File: src/sv/gha_pkg.sv
package gha_pkg;

	localparam logic OP_ALLOC = 1'b0;
	localparam logic OP_FREE  = 1'b1;

	localparam logic [1:0] STATUS_OK       = 2'd0;
	localparam logic [1:0] STATUS_NOT_LIVE = 2'd1;
	localparam logic [1:0] STATUS_FULL     = 2'd2;
	localparam logic [1:0] STATUS_NEVER    = 2'd3;

	typedef enum logic [2:0] {
		ACT_NONE,
		ACT_REUSE,
		ACT_FRESH,
		ACT_FULL,
		ACT_FREE,
		ACT_NEVER
	} action_t;

	typedef struct packed {
		logic    accept;
		logic    gen_rd;
		logic    commit;
		action_t act;
	} cmd_t;

	typedef struct packed {
		logic fifo_nonempty;
		logic created_full;
		logic idx_never;
	} sts_t;

endpackage

File: src/sv/gha_ctrl.sv
module gha_ctrl (
	input  logic          clk,
	input  logic          arst_n,
	input  logic          s_axis_tvalid,
	output logic          s_axis_tready,
	input  logic          in_op,
	output logic          m_axis_tvalid,
	input  logic          m_axis_tready,
	input  gha_pkg::sts_t sts,
	output gha_pkg::cmd_t cmd
);
	import gha_pkg::*;

	typedef enum logic [1:0] {
		S_IDLE,
		S_GEN_RD,
		S_FINISH
	} state_t;

	state_t  state_q;
	action_t act_q;
	logic    out_valid_q;
	logic    accept;
	logic    commit;
	action_t act_sel;

	assign s_axis_tready = (state_q == S_IDLE);
	assign m_axis_tvalid = out_valid_q;
	assign accept        = s_axis_tvalid && s_axis_tready;
	assign commit        = (state_q == S_FINISH) && (!out_valid_q || m_axis_tready);

	always_comb begin
		if (in_op == OP_ALLOC) begin
			if (sts.fifo_nonempty)
				act_sel = ACT_REUSE;
			else if (sts.created_full)
				act_sel = ACT_FULL;
			else
				act_sel = ACT_FRESH;
		end else begin
			act_sel = sts.idx_never ? ACT_NEVER : ACT_FREE;
		end
	end

	always_comb begin
		cmd.accept = accept;
		cmd.gen_rd = (state_q == S_GEN_RD);
		cmd.commit = commit;
		cmd.act    = act_q;
	end

	always_ff @(posedge clk or negedge arst_n) begin
		if (!arst_n) begin
			state_q     <= S_IDLE;
			act_q       <= ACT_NONE;
			out_valid_q <= 1'b0;
		end else begin
			if (commit)
				out_valid_q <= 1'b1;
			else if (m_axis_tready)
				out_valid_q <= 1'b0;
			case (state_q)
				S_IDLE: begin
					if (accept) begin
						act_q   <= act_sel;
						state_q <= (act_sel == ACT_REUSE) ? S_GEN_RD : S_FINISH;
					end
				end
				S_GEN_RD: begin
					state_q <= S_FINISH;
				end
				S_FINISH: begin
					if (commit) begin
						state_q <= S_IDLE;
						act_q   <= ACT_NONE;
					end
				end
				default: begin
					state_q <= S_IDLE;
				end
			endcase
		end
	end

	a_one_at_a_time: assert property (@(posedge clk) disable iff (!arst_n)
		accept |=> !s_axis_tready)
		else $error("new transaction taken while one is in flight");

	a_commit_shows: assert property (@(posedge clk) disable iff (!arst_n)
		commit |=> m_axis_tvalid)
		else $error("result register not loaded after commit");

	a_reuse_reads: assert property (@(posedge clk) disable iff (!arst_n)
		(state_q == S_GEN_RD) |-> (act_q == ACT_REUSE))
		else $error("generation read outside reuse");

endmodule

File: config.mk
export PLATFORM = sky130hd
export DESIGN_NAME = gha_ctrl
export DESIGN_NICKNAME = d
export VERILOG_FILES = /design/src/sv/gha_pkg.sv /design/src/sv/gha_ctrl.sv
export SDC_FILE = /design/constraint.sdc
export NUM_CORES = 1
export LEC_CHECK = 0
export ABC_AREA = 1
export BUFFER_PORTS_ARGS = -buffer_cell sky130_fd_sc_hd__buf_2
export CAP_MARGIN = 20
export CORE_AREA = 5 5 42 44
export DETAILED_ROUTE_END_ITERATION = 10
export DIE_AREA = 0 0 47 49
export SETUP_SLACK_MARGIN = 0.5
export SYNTH_ARGS = -nofsm -noshare
export SYNTH_HDL_FRONTEND = slang
export SYNTH_SLANG_ARGS = --single-unit
File: constraint.sdc
create_clock -name clk -period 2.48 [get_ports clk]
set_clock_uncertainty 0.1 [all_clocks]
set_input_delay 0 -clock clk [delete_from_list [all_inputs] [get_ports clk]]
set_output_delay 0 -clock clk [all_outputs]
set_load 0.005 [all_outputs]
==> key figures, run 1 <==
Synthesis
  – Register bit total from synthesis: 6
  – Mapped Avg Cell Area: 7.621 µm²
  – Synth Warn #: 0
  – Sequential area share after synthesis: 44.78%
  – Netlist cell types: 11
  – Mapped Area: 335.3 µm²
  – Synth top area share: 44.78%
  – Area contributors post-synth: dfrtp_1 (45%), inv_1 (11%), nand2_1 (10%)
  – Area leader, netlist: dfrtp_1
  – Syn Inst Count: 44
  – Syn_nets: 52

Timing
  – Fin Setup TNS: 0 ps
  – Max Slew Vio Count: 0
  – Least-Margin Pin Slew: 198.5 ps
  – Setup-failing EPs final: 0
  – Fmax: 620.8 MHz
  – RSZ-0062 raised after global routing: no
  – Final number of hold-violating endpoints: 0
  – Hold Worst Slack: 13.47 ps
  – Period utilisation layout: 64.95%
  – Relative slew margins: 86.72%
  – Fin crit period: 1611 ps
  – Worst setup slack after layout: 869.2 ps

Clock network
  – Root Driver: clkbuf_4
  – Clk buf depth: 2
  – Clock Sinks: 6
  – CTS tree: built
  – Clock-pin slew on the worst setup and hold paths: 50 ps
  – Postcts setup bufs: 0
  – CTS Buf Count: 3
  – Clock H-tree levels: 1
  – Clock latency at the later pin of the worst-skew pair: 240 ps

Power and ir drop
  – Power share of the clock group: 26.2%
  – Internal power: 0.2365 mW
  – Pwr Density: 657.3 nW/µm²
  – Sw Share: 32.18%
  – Combinational share of power: 35.4%
  – Net Sw Power: 0.1122 mW
  – Sequential fraction of design power: 38.4%
  – Peak supply drop: 0.1807 mV
  – Leak Pwr: 0.3272 nW

GRT
  – First-pass GRT wire length: 1.400 mm
  – Initial antenna violation count: 0
  – Vias in the first global route: 340
  – Largest net degree at the start of global routing: 9
  – Grt total ovfl: 0
  – Gr usage total: 8.634%

Placement
  – Dpl ws: 1414 ps
  – GP Congestion: 0.7245
  – Hpwl dp: 624.4 µm
  – Placed cell count: 73
  – Number of buffers added on ports: 15

Route
  – Drt pass-1 iters: 3
  – DRT antenna net count: 0
  – Number of vias per cell: 4.012
  – Initial drt markers: 3
  – DRC: 0
  – Drt total wl: 796 µm
  – Via count: 341
  – Drt wl/cell: 9.365 µm

Finish
  – Filler cell count: 158
  – Area growth syn-to-layout: 58.21%
  – Fin cells: 85
  – Most common cell after layout, fill and taps aside: buf_2
  – Layout net count: 79
  – Share of cells above drive strength 1: 34.78%
  – Commonest cells after routing, fill and taps aside: buf_2 (15), inv_1 (10), nand2_1 (9), dlygate4sd3_1 (8)
  – Antenna cell count: 0
  – Utilization after layout: 37.86%

Worst setup path
  – CP Capture Type: flip-flop
  – Crit path arrival time: 1640 ps
  – Worst Path Required: 2500 ps
  – CP startpoint: state_q[0]
  – Worst R2R End: act_q[2]
  – CP Max Fanout: 8
  – Worst setup path class: flip-flop to flip-flop
  – R2R Setup Slk: 870 ps
  – CP Launch Type: flip-flop
  – Worst R2R Start: state_q[0]
  – FF-to-FF path depth: 5

Floorplan
  – Starting density of the core: 23.93%
  – Core Rows: 14
  – DIE WIDTH: 47 µm
  – I/O pins: 16
  – Die height: 49 µm
  – Core box area: 1401 µm²
  – Die area: 2303 µm²

Flow run
  – Max_cap viols: 0

Worst hold path
  – Worst hold path type: primary input to async pin

Outcome
  – Status: finished, final reports clean
[area by class of cell]
| class | instances | area, µm² | area share (%) |
|---|---|---|---|
| Inverter | 10 | 37.54 | 7.075 |
| Multi-Input combinational cell | 26 | 132.6 | 25.00 |
| Tap cell | 16 | 20.02 | 3.774 |
| Timing Repair Buffer | 24 | 167.7 | 31.60 |
| Sequential cell | 6 | 150.1 | 28.30 |
| Clock buffer | 3 | 22.52 | 4.245 |
[power by group through the flow]
stage / clock network, mW / logic (mW) / registers [mW]
after global routing: 0.0982 / 0.141 / 0.137
after floorplan: 0 / 0.0667 / 0.136
after global placement: 0 / 0.105 / 0.135
after detailed placement: 0 / 0.107 / 0.136
after CTS: 0.0939 / 0.125 / 0.134
final: 0.0913 / 0.123 / 0.134
[stage by stage]
step	instance area [µm²]	total power, mW
global route	530.5	0.3765
detailed placement	415.4	0.2422
global placement	415.4	0.2396
finish	530.5	0.3487
CTS	528.0	0.3526
floorplan	335.3	0.2028
[routing by layer]
| layer | up-vias | GRT usage (%) | routed length [µm] |
|---|---|---|---|
| met5 | - | 0 | 0 |
| li1 | 179 | - | - |
| met4 | 0 | 8.295 | 21 |
| met3 | 2 | 1.845 | 55 |
| met1 | 151 | 10.04 | 334 |
| met2 | 9 | 12.22 | 384 |
[flip-flops by register name, indices dropped and copies added, names as in the netlist]
register	flops
act_q	3
state_q	2
m_axis_tvalid	1
[how the worst max path moves through the flow]
| stage | to | depth (start not counted) |
|---|---|---|
| 5_1_grt | act_q[2] | 6 |
| 6_report | act_q[2] | 5 |
| 3_5_place_dp | act_q[1] | 4 |
| 4_1_cts | act_q[1] | 7 |
| 2_1_floorplan | act_q[1] | 4 |
| 3_3_place_gp | act_q[1] | 5 |
[kinds of logic after synthesis]
group           share of synthesized area (%)
buf+inv                                 15.67
flops                                   44.77
simple gates                            36.56
compound gates                          2.985
[cells in the mapped netlist, drive strengths merged]
master / n
nand2: 12
inv: 10
dfrtp: 6
nand3: 6
nor2: 6
buf: 2
o21ai: 2
[critical path, cell delays in order, from the launching register on]
cell	delay (ps)
dfrtp_1	420
nor2_2	180
nand2_4	100
nand3_1	90
o21ai_1	50
dlygate4sd3_1	540
[timing repair]
item                                    4_1_cts  5_1_grt
gates resized for setup                       0        1
hold buffers                                  9        0
endpoints found under the setup margin        0        1
hold endpoints to repair                     12        0
No activity file was read; power rests on OpenSTA's default activity.
==> inputs of run 2 (changes only) <==
ABC_AREA = 0   (was 1)
clock period = 1.6 ns   (was 2.48 ns; I/O delays follow)
==> run 2 against run 1 <==
Compared with the run above: synthesized cell count decreased by 34%; critical endpoint is now act_q[0]; power increased to 2.6 times the previous value; first-iteration DRC count decreased by 67%; critical path type unchanged; setup slack got worse by 560 ps; sequential share of layout area decreased by 2.2 points; die area unchanged; sequential power increased by 87%.
==> key figures, run 2 <==
GRT
  – Vias in the first global route: 333
  – Initial antenna violation count: 0
  – First-pass GRT wire length: 1.366 mm
  – Gr usage total: 8.736%
  – Largest net degree at the start of global routing: 6
  – Grt total ovfl: 0

Synthesis
  – Netlist cell types: 17
  – Mapped Avg Cell Area: 10.40 µm²
  – Cell with the most instances after synthesis: dfrtp_1
  – Syn_nets: 37
  – Register bit total from synthesis: 6
  – Synth top cells by count: dfrtp_1 (6), nor2_1 (4), nand2b_1 (3)
  – Mapped Area: 301.5 µm²
  – Simple logic cell fraction of the synthesized area: 21.16%
  – Number of flops mapped to enable cells by yosys: 0
  – Synth Area in Adders: 0%
  – Area leader, netlist: dfrtp_1
  – Syn Inst Count: 29
  – Synth Area in Compound Gates: 17.84%
  – Sequential area share after synthesis: 49.79%
  – Synth Warn #: 0
  – Mux contribution to synthesized area: 4.979%
  – Main combinational cell family by area after synthesis: simple AND/OR/NAND/NOR gates
  – Fraction of registers with async set/reset: 100.0%
  – Area contributors post-synth: dfrtp_1 (50%), nand2b_1 (6.2%), buf_4 (5.0%)
  – Top_reg_cell synth: dfrtp_1
  – Synth top area share: 49.79%
  – Post-Synth XOR/XNOR Area: 0%

Worst hold path
  – Hold Path Cell Cnt: 3
  – Worst hold path type: primary input to flip-flop

Route
  – Number of vias per cell: 4.360
  – Drt pass-1 iters: 4
  – DRT antenna net count: 0
  – Via count: 327
  – Drt wl/cell: 11.12 µm
  – DRC: 0
  – Drt total wl: 834 µm
  – Initial drt markers: 1

Power and ir drop
  – Net Sw Power: 0.2792 mW
  – Sw Share: 31.14%
  – Power share of the clock group: 15.5%
  – Combinational share of power: 56.6%
  – Sequential fraction of design power: 27.9%
  – Leak Pwr: 0.2967 nW
  – Pwr Density: 1548 nW/µm²
  – Internal power: 0.6175 mW
  – Peak supply drop: 0.6823 mV

Timing
  – Period utilisation layout: 80.82%
  – Setup-failing EPs final: 0
  – Least-Margin Pin Slew: 167.2 ps
  – Relative slew margins: 88.82%
  – Fmax: 773.3 MHz
  – RSZ-0062 raised after global routing: yes
  – Fin crit period: 1293 ps
  – Hold Worst Slack: 25.04 ps
  – Final number of hold-violating endpoints: 0
  – Max Slew Vio Count: 0
  – Fin Setup TNS: 0 ps

Clock network
  – Clock-pin slew on the worst setup and hold paths: 50 ps
  – Clock Sinks: 6
  – CTS Buf Count: 3
  – CTS tree: built
  – Clock H-tree levels: 1
  – Clk buf depth: 2
  – Root Driver: clkbuf_4
  – Clock latency at the later pin of the worst-skew pair: 240 ps

Finish
  – Most common cell after layout, fill and taps aside: buf_2
  – Largest register FFs: 3
  – Share of cells above drive strength 1: 54.24%
  – Final Cell Area: 579.3 µm²
  – Area growth syn-to-layout: 92.12%
  – Biggest register: act_q
  – Antenna cell count: 0
  – Layout net count: 69
  – Commonest cells after routing, fill and taps aside: buf_2 (13), dlygate4sd3_1 (7), dfrtp_1 (5), buf_6 (5), buf_4 (4)
  – Fin cells: 75

Floorplan
  – Core box area: 1401 µm²
  – DIE WIDTH: 47 µm
  – Die area: 2303 µm²
  – Core Rows: 14
  – Die height: 49 µm
  – I/O pins: 16
  – Starting density of the core: 21.52%

Placement
  – Area after DPL: 389.1 µm²
  – Number of buffers added on ports: 15
  – Hpwl dp: 597.1 µm
  – GP Congestion: 0.7221
  – Placed cell count: 58

Worst setup path
  – Critical path's slowest cell: dfrtp_1
  – Worst Path Required: 1630 ps
  – Worst setup path class: flip-flop to flip-flop
  – CP max stage delay: 370 ps
  – CP Max Fanout: 3
  – FF-to-FF path depth: 3
  – CP Capture Type: flip-flop
  – CP Launch Type: flip-flop
  – Crit path arrival time: 1320 ps
  – CP Cell Sequence: nor2b_4 -> a211o_1 -> mux2_4

Outcome
  – Status: finished, final reports clean

Flow run
  – Max_cap viols: 0
run 2: cell types whose count changed in the layout (fill, tap and decap cells not counted), moves of 3 or more:
| cell | delta |
|---|---|
| nand2_1 | -8 |
| nand2b_1 | +3 |
| nand3_1 | -6 |
| buf_4 | +4 |
| buf_6 | +5 |
| inv_1 | -9 |
run 2: critical path, delay by kind of cell, from the launching register on:
family / cells / cell delay [ps]
AOI/OAI and AO/OA: 1 / 290
DFF: 1 / 370
muxes: 1 / 300
and+or+nand+nor: 1 / 130
run 2: power by group through the flow:
stage | clock, mW | sequential [mW] | combinational (mW)
2_1_floorplan | 0 | 0.251 | 0.185
5_1_grt | 0.158 | 0.256 | 0.548
3_5_place_dp | 0 | 0.253 | 0.278
6_report | 0.139 | 0.250 | 0.508
3_3_place_gp | 0 | 0.253 | 0.275
4_1_cts | 0.146 | 0.247 | 0.474
run 2: stage by stage:
stage / util (%) / power [mW] / worst slack, ps
global placement: 27.77 / 0.5277 / 287.7
floorplan: - / 0.4358 / 289.0
detailed placement: 27.77 / 0.5311 / 269.9
CTS: 40.18 / 0.8669 / 301.9
global route: 41.34 / 0.9620 / 279.0
finish: 41.34 / 0.8967 / 306.9
run 2: what timing repair did:
action / 4_1_cts / 5_1_grt
resized for setup: 8 / 3
setup endpoints to repair: 6 / 9
hold endpoints to repair: 11 / 0
buffers inserted: 6 / 1
pin swaps: 3 / 3
hold buffers: 7 / 0
run 2: kinds of logic (layout without fill, tap and decap cells):
logic type / Yosys count / after routing
compound gates: 7 / 7
simple gates: 12 / 12
flops: 6 / 6
mux: 1 / 1
buf+inv: 3 / 33
run 2: layer usage:
metal | track usage (%) | routed length (µm)
met5 | 0 | 0
met4 | 5.530 | 9
met3 | 4.797 | 67
met2 | 11.76 | 391
met1 | 10.38 | 365
run 2: path summary, 6_finish.rpt:
| path | start | slack, ps | endpoint |
|---|---|---|---|
| max | m_axis_tvalid | 310 | act_q[0] |
| min | sts[1] | 30 | act_q[0] |
| max reg2reg | m_axis_tvalid | 310 | act_q[0] |
| min reg2reg | act_q[1] | 380 | act_q[1] |
| max in group asynchronous | arst_n | 700 | state_q[0] |
| min in group asynchronous | arst_n | 530 | act_q[1] |
run 2: area by class of cell:
cell class | count | area (µm²)
Clock buffer | 3 | 22.52
Fill cell | 154 | 822.0
Inverter | 1 | 3.754
Multi-Input combinational cell | 20 | 160.2
Sequential cell | 6 | 151.4
Tap cell | 16 | 20.02
Timing Repair Buffer | 29 | 221.5
